`src/rtl/core/lppd_pkg.sv`:
```
// Shared types and constants for the length-prefixed packet deframer.
// Holds the status codes, the register indexes and the per-byte result record.
// No dependencies.
package lppd_pkg;

    // Header size in bytes; the declared length includes it
    localparam logic [15:0] HEADER_BYTES = 16'd4;

    // Header byte offsets
    localparam logic [15:0] POS_HDR    = 16'd0;
    localparam logic [15:0] POS_ID     = 16'd1;
    localparam logic [15:0] POS_LEN_LO = 16'd2;
    localparam logic [15:0] POS_LEN_HI = 16'd3;

    // Configuration register indexes
    localparam logic CFG_HEADER_MAIN = 1'b0;
    localparam logic CFG_HEADER_ALT  = 1'b1;

    // Configuration reset values
    localparam logic [7:0] HEADER_MAIN_RESET = 8'd247;
    localparam logic [7:0] HEADER_ALT_RESET  = 8'd248;

    // Status codes reported with each byte
    typedef enum logic [1:0] {
        STATUS_OK      = 2'd0,
        STATUS_BAD_HDR = 2'd1,
        STATUS_BAD_LEN = 2'd2,
        STATUS_HALTED  = 2'd3
    } status_t;

    // One result item
    typedef struct packed {
        logic [7:0]  out_byte;
        logic [15:0] byte_pos;
        logic        first_of_packet;
        logic        last_of_packet;
        logic        header_kind;
        logic [7:0]  packet_id;
        status_t     status;
        logic [31:0] main_count;
    } result_t;

endpackage

```
`src/rtl/core/lppd_parser.sv`:
```
// Packet parser: framing state, configuration registers and per-byte result logic.
// Depends on lppd_pkg.
module lppd_parser
    import lppd_pkg::*;
(
    input  logic       clk,
    input  logic       rst_n,
    input  logic       cfg_write_en,
    input  logic       cfg_index,
    input  logic [7:0] cfg_data,
    input  logic       accept,
    input  logic [7:0] data_byte,
    output result_t    result
);

    logic [7:0]  header_main_reg;
    logic [7:0]  header_alt_reg;
    logic        halted_reg,        halted_next;
    logic [15:0] position_reg,      position_next;
    logic [15:0] packet_length_reg, packet_length_next;
    logic [7:0]  first_byte_reg,    first_byte_next;
    logic [7:0]  id_byte_reg,       id_byte_next;
    logic [7:0]  length_low_reg,    length_low_next;
    logic [31:0] packets_seen_reg,  packets_seen_next;

    logic        is_main;
    logic        is_alt;
    logic [15:0] len;
    logic [16:0] pos_inc;

    // Header fields with the current byte forwarded in
    assign first_byte_next = (position_reg == POS_HDR)    ? data_byte : first_byte_reg;
    assign id_byte_next    = (position_reg == POS_ID)     ? data_byte : id_byte_reg;
    assign length_low_next = (position_reg == POS_LEN_LO) ? data_byte : length_low_reg;
    assign is_main = (first_byte_next == header_main_reg);
    assign is_alt  = (first_byte_next == header_alt_reg);
    assign len     = {data_byte, length_low_reg};
    assign pos_inc = {1'b0, position_reg} + 17'd1;

    // Framing decision and result for the byte at the input
    always_comb
    begin
        halted_next        = halted_reg;
        position_next      = position_reg;
        packet_length_next = packet_length_reg;
        packets_seen_next  = packets_seen_reg;

        result.out_byte        = data_byte;
        result.byte_pos        = position_reg;
        result.first_of_packet = 1'b0;
        result.last_of_packet  = 1'b0;
        result.header_kind     = 1'b0;
        result.packet_id       = 8'd0;
        result.status          = STATUS_OK;

        if (halted_reg)
        begin
            result.byte_pos = 16'd0;
            result.status   = STATUS_HALTED;
        end
        else
        begin
            result.first_of_packet = (position_reg == POS_HDR);
            result.header_kind     = !is_main;
            result.packet_id       = (position_reg == POS_HDR) ? 8'd0 : id_byte_next;

            if (position_reg == POS_LEN_HI)
            begin
                // Header complete: check constant, then length
                if (!is_main && !is_alt)
                begin
                    result.status = STATUS_BAD_HDR;
                    halted_next   = 1'b1;
                    position_next = 16'd0;
                end
                else if (len < HEADER_BYTES)
                begin
                    result.status = STATUS_BAD_LEN;
                    halted_next   = 1'b1;
                    position_next = 16'd0;
                end
                else
                begin
                    packet_length_next = len;
                    if (len == HEADER_BYTES)
                    begin
                        result.last_of_packet = 1'b1;
                        position_next         = 16'd0;
                        if (is_main)
                        begin
                            packets_seen_next = packets_seen_reg + 32'd1;
                        end
                    end
                    else
                    begin
                        position_next = HEADER_BYTES;
                    end
                end
            end
            else if (position_reg > POS_LEN_HI && pos_inc >= {1'b0, packet_length_reg})
            begin
                // Last payload byte
                result.last_of_packet = 1'b1;
                position_next         = 16'd0;
                if (is_main)
                begin
                    packets_seen_next = packets_seen_reg + 32'd1;
                end
            end
            else
            begin
                position_next = pos_inc[15:0];
            end
        end

        result.main_count = packets_seen_next;
    end

    // Configuration registers
    always_ff @(posedge clk or negedge rst_n)
    begin
        if (!rst_n)
        begin
            header_main_reg <= HEADER_MAIN_RESET;
            header_alt_reg  <= HEADER_ALT_RESET;
        end
        else if (cfg_write_en)
        begin
            unique case (cfg_index)
                CFG_HEADER_MAIN: header_main_reg <= cfg_data;
                CFG_HEADER_ALT:  header_alt_reg  <= cfg_data;
                default:         header_main_reg <= header_main_reg;
            endcase
        end
    end

    // Framing state, advanced once per accepted item while not halted
    always_ff @(posedge clk or negedge rst_n)
    begin
        if (!rst_n)
        begin
            halted_reg        <= 1'b0;
            position_reg      <= 16'd0;
            packet_length_reg <= 16'd0;
            first_byte_reg    <= 8'd0;
            id_byte_reg       <= 8'd0;
            length_low_reg    <= 8'd0;
            packets_seen_reg  <= 32'd0;
        end
        else if (accept && !halted_reg)
        begin
            halted_reg        <= halted_next;
            position_reg      <= position_next;
            packet_length_reg <= packet_length_next;
            first_byte_reg    <= first_byte_next;
            id_byte_reg       <= id_byte_next;
            length_low_reg    <= length_low_next;
            packets_seen_reg  <= packets_seen_next;
        end
    end

`ifndef SYNTHESIS
    // Error state is sticky
    assert property (@(posedge clk) disable iff (!rst_n) halted_reg |=> halted_reg)
        else $error("halted flag cleared without reset");

    // Once halted, framing position is parked at zero
    assert property (@(posedge clk) disable iff (!rst_n) halted_reg |-> position_reg == 16'd0)
        else $error("position nonzero while halted");

    // Packet counter only moves by one, and only on an accepted item
    assert property (@(posedge clk) disable iff (!rst_n)
        packets_seen_reg != $past(packets_seen_reg) |->
            packets_seen_reg == $past(packets_seen_reg) + 32'd1 && $past(accept))
        else $error("packet counter jumped");

    // A completed packet always restarts framing at offset zero
    assert property (@(posedge clk) disable iff (!rst_n)
        accept && !halted_reg && result.last_of_packet |=> position_reg == 16'd0)
        else $error("position not reset after last byte");
`endif

endmodule

```
`src/rtl/core/lppd_out_reg.sv`:
```
// Result register with valid/ready handshake toward the consumer.
// Depends on lppd_pkg.
module lppd_out_reg
    import lppd_pkg::*;
(
    input  logic    clk,
    input  logic    rst_n,
    input  logic    load,
    input  result_t result_in,
    output logic    load_ready,
    input  logic    out_ready,
    output logic    out_valid,
    output result_t result_out
);

    logic    out_valid_reg;
    result_t result_reg;

    // Free when empty or being drained this cycle
    assign load_ready = !out_valid_reg || out_ready;
    assign out_valid  = out_valid_reg;
    assign result_out = result_reg;

    always_ff @(posedge clk or negedge rst_n)
    begin
        if (!rst_n)
        begin
            out_valid_reg <= 1'b0;
        end
        else if (load_ready)
        begin
            out_valid_reg <= load;
        end
    end

    // Payload: no reset needed
    always_ff @(posedge clk)
    begin
        if (load && load_ready)
        begin
            result_reg <= result_in;
        end
    end

endmodule

```
`src/rtl/core/length_prefixed_packet_deframer_unit.sv`:
```
// Length-prefixed packet deframer, top level. Uses lppd_pkg, lppd_parser, lppd_out_reg.
// The result item of a byte is registered and valid the cycle after it is accepted.
// Throughput: one byte per cycle, set by the single result register; input ready
//   drops only while a result is held by a stalled consumer.
// Reset: asynchronous, active low; clears framing state, packet count and output valid,
//   and loads header constants 247 (main) and 248 (alternate).
module length_prefixed_packet_deframer_unit
    import lppd_pkg::*;
(
    input  logic        clk,
    input  logic        rst_n,
    // configuration
    input  logic        cfg_write_en,
    input  logic        cfg_index,
    input  logic [7:0]  cfg_data,
    // input items
    input  logic        in_valid,
    output logic        in_ready,
    input  logic [7:0]  data_byte,
    // result items
    output logic        out_valid,
    input  logic        out_ready,
    output logic [7:0]  out_byte,
    output logic [15:0] byte_pos,
    output logic        first_of_packet,
    output logic        last_of_packet,
    output logic        header_kind,
    output logic [7:0]  packet_id,
    output logic [1:0]  status,
    output logic [31:0] main_count
);

    result_t parsed;
    result_t held;
    logic    accept;

    assign accept = in_valid && in_ready;

    lppd_parser u_parser (
        .clk          (clk),
        .rst_n        (rst_n),
        .cfg_write_en (cfg_write_en),
        .cfg_index    (cfg_index),
        .cfg_data     (cfg_data),
        .accept       (accept),
        .data_byte    (data_byte),
        .result       (parsed)
    );

    lppd_out_reg u_out_reg (
        .clk        (clk),
        .rst_n      (rst_n),
        .load       (in_valid),
        .result_in  (parsed),
        .load_ready (in_ready),
        .out_ready  (out_ready),
        .out_valid  (out_valid),
        .result_out (held)
    );

    // Unpack the held item onto the output fields
    assign out_byte        = held.out_byte;
    assign byte_pos        = held.byte_pos;
    assign first_of_packet = held.first_of_packet;
    assign last_of_packet  = held.last_of_packet;
    assign header_kind     = held.header_kind;
    assign packet_id       = held.packet_id;
    assign status          = held.status;
    assign main_count      = held.main_count;

endmodule
```
`config.mk`:
```
export PLATFORM = sky130hd
export DESIGN_NAME = length_prefixed_packet_deframer_unit
export DESIGN_NICKNAME = d
export VERILOG_FILES = /design/src/rtl/core/lppd_pkg.sv /design/src/rtl/core/lppd_parser.sv /design/src/rtl/core/lppd_out_reg.sv /design/src/rtl/core/length_prefixed_packet_deframer_unit.sv
export SDC_FILE = /design/constraint.sdc
export NUM_CORES = 1
export LEC_CHECK = 0
export BUFFER_PORTS_ARGS = -buffer_cell sky130_fd_sc_hd__buf_2
export CORE_UTILIZATION = 55
export CTS_BUF_LIST = sky130_fd_sc_hd__clkbuf_8
export DETAILED_ROUTE_END_ITERATION = 7
export PLACE_DENSITY = 0.78
export SYNTH_ARGS = -nofsm -noshare
export SYNTH_HDL_FRONTEND = slang
export SYNTH_SLANG_ARGS = --single-unit
```
`constraint.sdc`:
```
create_clock -name clk -period 4 [get_ports clk]
set_input_delay 0.2 -clock clk [delete_from_list [all_inputs] [get_ports clk]]
set_output_delay 0.2 -clock clk [all_outputs]
set_load 0.1 [all_outputs]
```
# Word-level counts from Yosys, hierarchy flattened
# Cells that the tools add are included.
# word_totals
output_inout_bits,71
input_bits,22
wordCells,75
ff_bits,175
# classes
addsub,2
order_cmp,3
n_reduce_logical,16
eq_ne,6
mux,26
n_bitwise,4
# ops
op,n
$mux W32,7
$mux W16,4
$add A32 B1 Y32 const B,1
$eq A16 B2 Y1 const B,2
$add A16 B1 Y17 const B,1
$ge A17 B16 Y1,1
$eq A16 B1 Y1 const B,1
$eq A16 B3 Y1 const B,1
$eq A8 B8 Y1,2
$gt A16 B2 Y1 const B,1
$logic_not A16 Y1,1
$lt A16 B3 Y1 const B,1
$mux W8,2
$mux W1,9
$reduce_and A2 Y1,4
$mux W2,3
$reduce_and A5 Y1,1
$logic_and A1 B1 Y1,4
$logic_not A1 Y1,4
$not A1 Y1,4
$mux W3,1
$reduce_or A2 Y1,1
$logic_or A1 B1 Y1,1

# Logic depth before layout (Yosys ltp)
# Gate-level depths: netlist of run 1.
# depth
word_depth,9
depth_mapped,17
depth_no_buf,15

# Modules after synthesis
# A second synthesis of run 1 with hierarchy kept.
# unflattened
hier_cells,786
hier_area_um2,9216.3
# by_module_without_submodules
module,area_each_um2,cells_each,instances,seq_area_each_um2
lppd_parser,7084.3,712,1,2642.5
lppd_out_reg,2125.8,73,1,2097.0
length_prefixed_packet_deframer_unit,6.3,1,1,0.0

# Worst setup path before layout of run 1
# Ideal clock, no wire load.
# synth_timing
path_kind,register to register
startpoint,"register u_out_reg.out_valid_reg, in the netlist u_out_reg.out_valid"
endpoint,register u_parser.packet_length_reg[10]
stages_incl_launch_ff,9
synth_period_minus_slack_ns,5.815
setup_time_ns,0.125
t_required_ns,3.875
n_path_buf,2
arrival_time_ns,5.690
setup_slack_ns,-1.815
path_cell_list,dfrtp_1 -> nand2b_1 -> and2_0 -> nand2b_1 -> clkbuf_1 -> nor2_1 -> nor4b_4 -> buf_2 -> mux2_2
# synth_via
elab_chain_cells,5
# synth_rtl
item,line,source
from (decl),lppd_out_reg.sv:16,logic out_valid_reg;
from (signal assigned),lppd_out_reg.sv:32,out_valid_reg <= load;
$logic_not A1 Y1,lppd_out_reg.sv:20,assign load_ready = !out_valid_reg || out_ready;
$logic_or A1 B1 Y1,lppd_out_reg.sv:20,
named net in_ready,length_prefixed_packet_deframer_unit.sv:18,"output logic in_ready,"
$logic_and A1 B1 Y1,length_prefixed_packet_deframer_unit.sv:37,assign accept = in_valid && in_ready;
named net accept,length_prefixed_packet_deframer_unit.sv:35,logic accept;
$logic_and A1 B1 Y1,lppd_parser.sv:150,else if (accept && !halted_reg)
$reduce_and A5 Y1 (no source line),--,
to (signal assigned),lppd_parser.sv:154,packet_length_reg <= packet_length_next;
to (decl),lppd_parser.sv:20,"logic [15:0] packet_length_reg, packet_length_next;"
# The timed path passes the listed nets, and every way through them passes these cells.
# A chain may end at the register's enable or synchronous reset.

==> metrics, run 1 <==
XOR/XNOR Fraction of Synth Area 9.85%; largest net degree at the start of global routing 78; peak supply drop 0.671 mV; Post-Place Worst Slack 0.108 ns; Initial DRC Count 417; Max-Cap Viols 0; final core utilization 64.7%; Post-synth EDFFs 69; Gate power share 46.3%; most frequent cell after synthesis dfrtp_1; area delta synth->final 14.5%; Die X 127 µm; Reg power frac 38.0%; period utilization 96.0%; total I/O pin count 93; leakage power 0.00436 µW; die area 0.0162 mm²; flop2flop setup slack 0.16 ns; Via density 5.81; Max Clk Rate 0.261 GHz; switching power 2920 µW; Reg clk slew, reported paths 0.09 ns; post-synthesis sequential area ratio 54.9%; TritonCTS Buffers 17; post-synthesis adder-cell area fraction 3.05%; layout cells sized above 1 28.2%; Crit. End Element flop; synth warn 0; GR Overflow Total 0; Root Driver clkbuf_8; worst skew pair latency 0.46 ns; clk sink count 175; Cells after DPL 1004; Net Sw Frac 44.1%; routability cong. 0.905; crit-path max FO 14; gr usage total 23.4%; register area 0.00475 mm²; Syn Std Cell Area 0.00863 mm²; Max clock buf depth 2; Finished Layout Cells 1052; Slew Limit Fails 0; WP data arrival 4.12 ns; Initial Util 56.5%; Post-Place Cell Area 0.00932 mm²; syn avg cell area 11.8 µm²; Clk network pwr share 15.8%; Setup violations, final 0; Pint 3710 µW; mux contribution to synthesized area 7.93%; DRC viols 0; NumNets Final 871; count of input and output buffers 92; initial antenna violation count 0; post-route design area 0.00988 mm²; CP Launch Type flop; FF+latch count, synth 175; Fillers 1177; Max-slew headroom 33.6%; CTS tree built; post-synthesis compound-gate area fraction 4.68%; top cells by count, synth 94 x dfrtp_1, 73 x xor2_1, 69 x edfxtp_1; vias in the first global route 6004; main combinational cell family by area after synthesis simple AND/OR/NAND/NOR gates; area occupied by multi-input gates 0.00370 mm²; largest cells by area after synthesis dfrtp_1 27%, edfxtp_1 24%, mux2_2 7.7%; top cell type's share of synthesized area 27.3%; Detail Route Antenna Nets 0; first-pass GRT wire length 29400 µm; DR pass1 iterations 5; CP max-delay cell dfrtp_2; CP peak stage delay 0.43 ns; H-tree depth 4; site row count 45; Cell Pwr Density 671 mW/mm²; crit path cell chain and3_1 > and3_1 > and2_1 > nand3_2 > xnor2_2 > ha_1 > o21ai_0 > nor2_1 > or3_1 > o2111ai_2 > nand2_2 > a311oi_4 > buf_4 > buf_12 > nor2_1 > a31oi_1; ys async rst share 60.6%; Synth Area in Simple Gates 16.6%; status finished clean; DP HPWL 12400 µm; final hold vios 0; Core Area 0.0153 mm²; WS Path Type reg -> reg; Post-Syn Nets 773; worst slew pin tran 0.996 ns; drt total wl 18600 µm; # diodes 0; worst min path class in -> reg; max reg flops 69; wire length per cell 17.7 µm; number of distinct library cells after synthesis 60; Die Y 127 µm; post-synth top area cell dfrtp_1; clock period minus worst slack 3.84 ns; CP required 4.28 ns; Worst Skew 0.0134 ns; Cells after Synth 730; top_reg_cell synth dfrtp_1; Final WS setup 0.161 ns; DR vias 6110
==> power groups by stage <==
| stage | sequential, µW | clock, µW | combinational (µW) |
|---|---|---|---|
| 2_1_floorplan | 3070 | 0 | 1550 |
| 3_3_place_gp | 2510 | 0 | 2690 |
| 3_5_place_dp | 2540 | 0 | 2770 |
| 4_1_cts | 2500 | 1060 | 2800 |
| 5_1_grt | 2550 | 1130 | 3300 |
| 6_report | 2520 | 1040 | 3070 |
==> layout make-up <==
| type | instances | share of cell area (%) |
|---|---|---|
| clock buffer | 18 | 2.51 |
| timing repair buffer | 120 | 7.55 |
| clock inverter | 14 | 0.811 |
| inverter | 24 | 0.912 |
| tap | 211 | 2.67 |
| sequential | 175 | 48.0 |
| multi-input combinational | 490 | 37.5 |
==> per-layer routing <==
layer | up-vias | part of all wire [%] | wire length (µm) | track usage, %
met5 | - | 0 | 0 | 0
li1 | 2825 | - | - | -
met3 | 23 | 5.5 | 1020 | 4.61
met2 | 240 | 49 | 9120 | 39.4
met1 | 3022 | 44 | 8180 | 30.3
met4 | 0 | 1.5 | 272 | 8.26
==> path summary, 6_finish.rpt <==
kind	from	end	cells after the start
max	u_parser.position_reg[4]	u_out_reg.result_out[11]	16
min	out_ready	u_out_reg.out_valid	3
max reg2reg	u_parser.position_reg[4]	u_out_reg.result_out[11]	16
min reg2reg	u_parser.packets_seen_reg[31]	u_parser.packets_seen_reg[31]	1
max in group asynchronous	rst_n	u_parser.header_alt_reg[7]	3
min in group asynchronous	rst_n	u_parser.length_low_reg[4]	2
==> per-stage QoR <==
step,total power [µW],setup TNS (ns),hold WS [ns]
after floorplan,4620,0,-0.0956
after global placement,5210,0,0.412
after detailed placement,5310,0,0.417
after CTS,6360,0,0.00923
after global routing,6970,-0.107,0.0283
final,6630,0,0.0178
==> layout by cell type, fill, tap and decap left out, types with 3 or more instances in the layout <==
cell	count
ha_1	21
and4_1	5
mux2_2	59
nor4_1	43
nor2_1	33
a22oi_1	7
and3_1	10
nor4b_1	3
buf_2	91
nor4_2	3
nor3_1	12
nor2b_1	18
a21oi_1	14
xnor2_1	22
buf_4	16
edfxtp_1	69
clkinvlp_4	3
nand2b_1	7
o21ai_0	20
a31oi_1	5
clkbuf_8	18
nand3_1	31
xor2_1	71
nand2_1	39
dfstp_2	12
nand4_1	12
and2_1	6
inv_1	30
dfrtp_2	5
dlygate4sd3_1	10
nor3b_1	3
or3_1	5
dfrtp_1	89
==> worst max-delay path: cells and delay by family, from the launching register on <==
| family | cells | cell delay (ns) |
|---|---|---|
| flip-flops | 1 | 0.43 |
| adder cells (fa/ha/maj) | 1 | 0.27 |
| buffers and inverters | 2 | 0.30 |
| XOR/XNOR | 1 | 0.24 |
| AO/OA/AOI/OAI | 4 | 1.01 |
| AND/OR/NAND/NOR | 8 | 1.38 |
==> cell families (layout without fill, tap and decap cells) <==
logic type | Yosys count | in the layout
xor+xnor | 97 | 97
fa+ha+maj | 21 | 21
mux | 61 | 61
simple gates | 247 | 247
compound gates | 64 | 64
flops | 175 | 175
buf+inv | 65 | 176
==> what timing repair did <==
item                       CTS  global route
hold buffers                10             0
hold endpoints to repair    87             0
gates resized for setup      0            13
setup buffers                0             4
setup endpoints to repair    0            60
Power figures use the tool's default switching activity.
==> run 2, diff against run 1 <==
--- a/config.mk
+++ b/config.mk
@@ -5,11 +5,12 @@
 export SDC_FILE = /design/constraint.sdc
 export NUM_CORES = 1
 export LEC_CHECK = 0
+export ABC_AREA = 1
 export BUFFER_PORTS_ARGS = -buffer_cell sky130_fd_sc_hd__buf_2
-export CORE_UTILIZATION = 55
+export CORE_UTILIZATION = 56
 export CTS_BUF_LIST = sky130_fd_sc_hd__clkbuf_8
 export DETAILED_ROUTE_END_ITERATION = 7
-export PLACE_DENSITY = 0.78
+export PLACE_DENSITY = 0.79
 export SYNTH_ARGS = -nofsm -noshare
 export SYNTH_HDL_FRONTEND = slang
 export SYNTH_SLANG_ARGS = --single-unit
==> run 2 against run 1 <==
First-iteration DRC count rose by 97%. Global-route usage rose by 4.3 points. Critical endpoint is now u_out_reg.result_out[17]. Maximum frequency fell by 1.6%. Clock power rose by 20%. Power fell by 42%. Design area rose by 12%. Worst setup slack got worse by 0.060 ns. Largest power group is now registers. Clock skew rose by 0.0097 ns.
==> metrics, run 2 <==
status finished clean; drt total wl 23900 µm; ys async rst share 60.6%; routability cong. 0.961; DP HPWL 16700 µm; number of distinct library cells after synthesis 48; Cells after Synth 1235; main combinational cell family by area after synthesis simple AND/OR/NAND/NOR gates; post-synthesis compound-gate area fraction 8.86%; H-tree depth 4; Die Y 134 µm; vias in the first global route 7967; Crit path depth 24; mux contribution to synthesized area 0.319%; clock period minus worst slack 3.90 ns; Worst Skew 0.0231 ns; Reg clk slew, reported paths 0.10 ns; worst reg2reg path depth 24; Max-Cap Viols 0; XOR/XNOR Fraction of Synth Area 1.87%; Core Area 0.0172 mm²; clk sink count 175; post-synthesis adder-cell area fraction 2.68%; critical path buffer and inverter count 3; CP required 4.36 ns; final hold vios 0; WP data arrival 4.25 ns; layout cells sized above 1 15.6%; largest net degree at the start of global routing 53; Setup violations, final 0; CP Launch Type flop; worst min path class in -> reg; crit path cell chain inv_1 > nor2_2 > nand3_1 > nor2_1 > nand2_1 > nor2_1 > nand3_1 > or3_1 > xor2_2 > inv_1 > ha_1 > and3_1 > nand4_1 > o21ai_0 > nor2_1 > nand2_1 > nand2_4 > o21ai_2 > nand2_4 > buf_4 > nor2_4 > nand3_1 > nand2_1 > and2_1; peak supply drop 0.218 mV; max reg flops 69; DR pass1 iterations 7; Initial DRC Count 821; setup_tns 0 ns; crit-path max FO 7; top cells by count, synth 338 x nand2_1, 178 x inv_1, 105 x nand3_1; Cell Pwr Density 348 mW/mm²; period utilization 97.5%; Root Driver clkbuf_8; Initial Util 57.0%; Post-Syn Nets 1278; DRC viols 0; Max-slew headroom 41.9%; GR Overflow Total 0; Detail Route Antenna Nets 0; DR vias 8687; worst hold path depth 4; largest cells by area after synthesis dfrtp_1 24%, edfxtp_1 21%, nand2_1 13%; post-synth top area cell dfrtp_1; # diodes 0; site row count 48; post-synthesis sequential area ratio 48.3%; most frequent cells in the layout 336 x nand2_1, 177 x inv_1, 103 x nand3_1; worst skew pair latency 0.49 ns; Post-synth EDFFs 69; NumNets Final 1381; Slew Limit Fails 0; first-pass GRT wire length 39100 µm; Max Clk Rate 0.256 GHz; Crit. End Element flop; Fillers 1437; Max clock buf depth 2; initial antenna violation count 0; worst slew pin tran 0.865 ns; CTS tree built; gr usage total 27.7%; wire length per cell 15.1 µm; Syn Std Cell Area 0.00982 mm²; final core utilization 64.4%; commonest non-fill, non-tap cell in the layout nand2_1; TritonCTS Buffers 17; Die X 134 µm; top cell type's share of synthesized area 24.0%; Synth Area in Simple Gates 28.5%; WS Path Type reg -> reg; FF+latch count, synth 175; area delta synth->final 13.0%; CP max-delay cell dfrtp_1; syn avg cell area 7.95 µm²; Largest delay share family, worst path simple AND/OR/NAND/NOR gates; top_reg_cell synth dfrtp_1; Via density 5.51; count of input and output buffers 92; total I/O pin count 93; CP peak stage delay 0.42 ns; leakage power 0.00528 µW; synth warn 0; most frequent cell after synthesis nand2_1; die area 0.0181 mm²
## run 2: area by class of cell
cell class | count | area [µm²] | area share (%)
Multi-Input combinational cell | 830 | 4210 | 37.9
Clock buffer | 18 | 248 | 2.23
Sequential cell | 175 | 4740 | 42.7
Timing Repair Buffer | 125 | 753 | 6.79
Clock inverter | 14 | 149 | 1.34
Inverter | 189 | 712 | 6.42
Tap cell | 225 | 282 | 2.54
## run 2: worst register-to-register path, cell delays in order, from the launching register on
cell and delay [ns]:
dfrtp_1 0.42, inv_1 0.14, nor2_2 0.17, nand3_1 0.12, nor2_1 0.11, nand2_1 0.11, nor2_1 0.17, nand3_1 0.12
or3_1 0.37, xor2_2 0.18, inv_1 0.07, ha_1 0.26, and3_1 0.16, nand4_1 0.07, o21ai_0 0.15, nor2_1 0.06
nand2_1 0.12, nand2_4 0.09, o21ai_2 0.12, nand2_4 0.10, buf_4 0.18, nor2_4 0.17, nand3_1 0.10, nand2_1 0.08
and2_1 0.14
## run 2: metal layers
layer	track usage (%)	up-vias	part of all wire, %
li1	-	4209	-
met1	38.2	4091	45
met2	44.8	354	47
met3	3.70	33	6.5
met4	9.93	0	1.7
met5	0	-	0
## run 2: path summary, 6_finish.rpt
check	from	endpoint	slack (ns)
setup reg to reg	u_parser.position_reg[2]	u_out_reg.result_out[17]	0.10
max in group asynchronous	rst_n	u_parser.header_main_reg[1]	2.87
hold / removal	out_ready	u_out_reg.out_valid	0.04
setup / recovery	u_parser.position_reg[2]	u_out_reg.result_out[17]	0.10
hold reg to reg	u_parser.first_byte_reg[2]	u_parser.first_byte_reg[2]	0.50
min in group asynchronous	rst_n	u_parser.packets_seen_reg[16]	0.20
## run 2: where the power goes
part           switching (µW)  internal [µW]  leakage [µW]
combinational             467            138       0.00327
clock                     721            532      0.000201
sequential               52.7           1950       0.00181
total                    1240           2620       0.00528
## run 2: cells by family (layout without fill, tap and decap cells)
kind of cell | after synthesis | in the layout
compound gates | 158 | 158
xor+xnor | 21 | 21
fa+ha+maj | 21 | 21
buf+inv | 230 | 346
flops | 175 | 175
mux | 3 | 3
simple gates | 627 | 627
## run 2: per-stage QoR
step / setup WS, ns / power, µW / cells / hold slack, ns / area, µm²
after floorplan: 0.400 / 2480 / 1235 / -0.0956 / 9820
after global placement: 0.151 / 2610 / 1524 / 0.189 / 10400
after detailed placement: 0.0181 / 2620 / 1524 / 0.196 / 10400
after CTS: 0.0580 / 3860 / 1573 / 0.0367 / 11000
after global routing: -0.0728 / 3990 / 1576 / 0.0825 / 11100
final: 0.101 / 3860 / 1576 / 0.0351 / 11100
## run 2: repair_timing
action                                  CTS  global route
resized for setup                         1            13
hold buffers                             17             0
endpoints found under the hold margin    57             0
pin swaps                                 0             3
buffers inserted                          0             3
endpoints found under the setup margin    2            72
==> run 3, diff against run 2 <==
--- a/config.mk
+++ b/config.mk
@@ -7,10 +7,10 @@
 export LEC_CHECK = 0
 export ABC_AREA = 1
 export BUFFER_PORTS_ARGS = -buffer_cell sky130_fd_sc_hd__buf_2
-export CORE_UTILIZATION = 56
-export CTS_BUF_LIST = sky130_fd_sc_hd__clkbuf_8
+export CORE_UTILIZATION = 54
+export CTS_BUF_LIST = sky130_fd_sc_hd__clkbuf_16
 export DETAILED_ROUTE_END_ITERATION = 7
-export PLACE_DENSITY = 0.79
+export PLACE_DENSITY = 0.77
 export SYNTH_ARGS = -nofsm -noshare
 export SYNTH_HDL_FRONTEND = slang
 export SYNTH_SLANG_ARGS = --single-unit
==> run 3 against run 2 <==
Final cell count rose by 0.57%. Die area rose by 3.6%. Global-route usage fell by 0.51 points. Combinational power rose by 2%. Register-to-register slack barely moved. Power rose by 12%. Critical path type unchanged.
==> metrics, run 3 (synthesis results as in run 2) <==
status finished clean; Core Area 0.0175 mm²; Root Driver clkbuf_16; site row count 48; total I/O pin count 93; Max clock buf depth 2; period utilization 97.4%; routability cong. 0.895; switching power 1320 µW; # diodes 0; crit-path max FO 6; crit path launch u_parser.position_reg[0]; clk sink count 175; Pint 2990 µW; gr usage total 27.2%; most frequent cells in the layout 334 x nand2_1, 177 x inv_1, 102 x nand3_1; leakage power 0.00542 µW; commonest non-fill, non-tap cell in the layout nand2_1; Cell Pwr Density 378 mW/mm²; Clk network pwr share 39.2%; peak supply drop 0.322 mV; TritonCTS Buffers 17; worst reg2reg path depth 23; Reg power frac 46.5%; CP required 4.14 ns; post-route design area 0.0114 mm²; worst skew pair latency 0.44 ns; initial antenna violation count 0; Setup violations, final 0; layout cells sized above 1 16.6%; FF-to-FF End u_out_reg.result_out[4]; Via density 5.49; CTS tree built; HP Start out_ready; GR Overflow Total 0; Gate power share 14.3%; worst hold path depth 4; die area 0.0187 mm²; Max-Cap Viols 0; Crit. End Element flop; WP data arrival 4.04 ns; NumNets Final 1390; CP Launch Type flop; Initial DRC Count 1005; worst slew pin tran 1.05 ns; clock period minus worst slack 3.89 ns; flop2flop setup slack 0.11 ns; Die Y 137 µm; count of input and output buffers 92; Detail Route Antenna Nets 0; Worst Skew 0.0104 ns; DRC viols 0; drt total wl 24500 µm; area delta synth->final 16.2%; Min-Delay Endpoint u_out_reg.out_valid; DP HPWL 16700 µm; Net Sw Frac 30.7%; WS Path Type reg -> reg; first-pass GRT wire length 39100 µm; Post-Place Cell Area 0.0105 mm²; H-tree depth 4; largest net degree at the start of global routing 62; Max-slew headroom 29.4%; DR vias 8703; Reg2Reg Launch Point u_parser.position_reg[0]; Max Clk Rate 0.257 GHz; worst hold slack 0.0372 ns; Reg clk slew, reported paths 0.07 ns; Initial Util 56.0%; vias in the first global route 7900; DR pass1 iterations 5; final hold vios 0; max reg flops 69; Slew Limit Fails 0; wire length per cell 15.5 µm; worst min path class in -> reg; Die X 137 µm
[run 3: changes by cell type in the layout (fill, tap and decap cells not counted), sizes merged]
cell,delta
clkbuf,-1
clkinv,+1
buf,+9
[run 3: how the worst max path moves through the flow]
stage | to | slack, ns | cells after the start
global route | u_parser.packets_seen_reg[13] | -0.18 | 25
CTS | u_out_reg.result_out[4] | 0.008 | 23
detailed placement | u_out_reg.result_out[4] | 0.003 | 23
global placement | u_out_reg.result_out[17] | 0.15 | 22
finish | u_out_reg.result_out[4] | 0.11 | 23
floorplan | u_out_reg.result_out[0] | 0.40 | 3
[run 3: routing by layer]
layer	part of all wire, %	GRT usage [%]	vias up	wire length (µm)
met3	7.3	4.89	40	1790
met5	0	0	-	0
li1	-	-	4232	-
met4	1.3	8.73	0	329
met1	45	38.7	4044	11100
met2	46	42.0	387	11300
[run 3: worst max-delay path, stage by stage, from the launching register on]
cell and delay (ns):
dfrtp_2 0.44, nand2_2 0.08, nor2_2 0.13, nand3_2 0.10, nor2_1 0.16, nand2_1 0.13
nor2_2 0.13, nand3_1 0.10, or3_1 0.37, xor2_2 0.20, inv_1 0.06, ha_1 0.26
and3_1 0.16, nand4_1 0.08, o21ai_0 0.14, nor2_1 0.06, nand2_1 0.12, nand2_4 0.11
o21ai_4 0.12, nand2_2 0.12, inv_1 0.11, nand3_1 0.12, o21ai_1 0.18, o21ai_0 0.10
[run 3: stage by stage]
step	worst slack, ns	std cells	power [µW]	TNS [ns]	util [%]
after CTS	0.00785	1575	4300	0	64.1
after global placement	0.149	1526	2610	0	59.7
after detailed placement	0.00322	1526	2620	0	59.7
after floorplan	0.400	1235	2480	0	-
after global routing	-0.180	1585	4450	-4.36	65.1
final	0.105	1585	4310	0	65.1
[run 3: area by class of cell]
type	count	area, µm²
fill	1488	6130
sequential	175	4740
multi-input combinational	830	4250
timing repair buffer	134	821
inverter	189	712
clock buffer	17	425
tap	225	282
clock inverter	15	176
[run 3: what timing repair did]
item,4_1_cts,5_1_grt
endpoints found under the hold margin,114,0
hold buffers,17,0
cloned,0,0
buffers inserted,0,10
pin swaps,0,9
endpoints found under the setup margin,23,73
resized for setup,1,22
[run 3: power groups by stage]
stage	clock network [µW]	registers, µW	logic [µW]
floorplan	0	2230	251
global placement	0	2030	575
detailed placement	0	2040	584
CTS	1700	2000	601
global route	1770	2010	672
finish	1690	2000	619
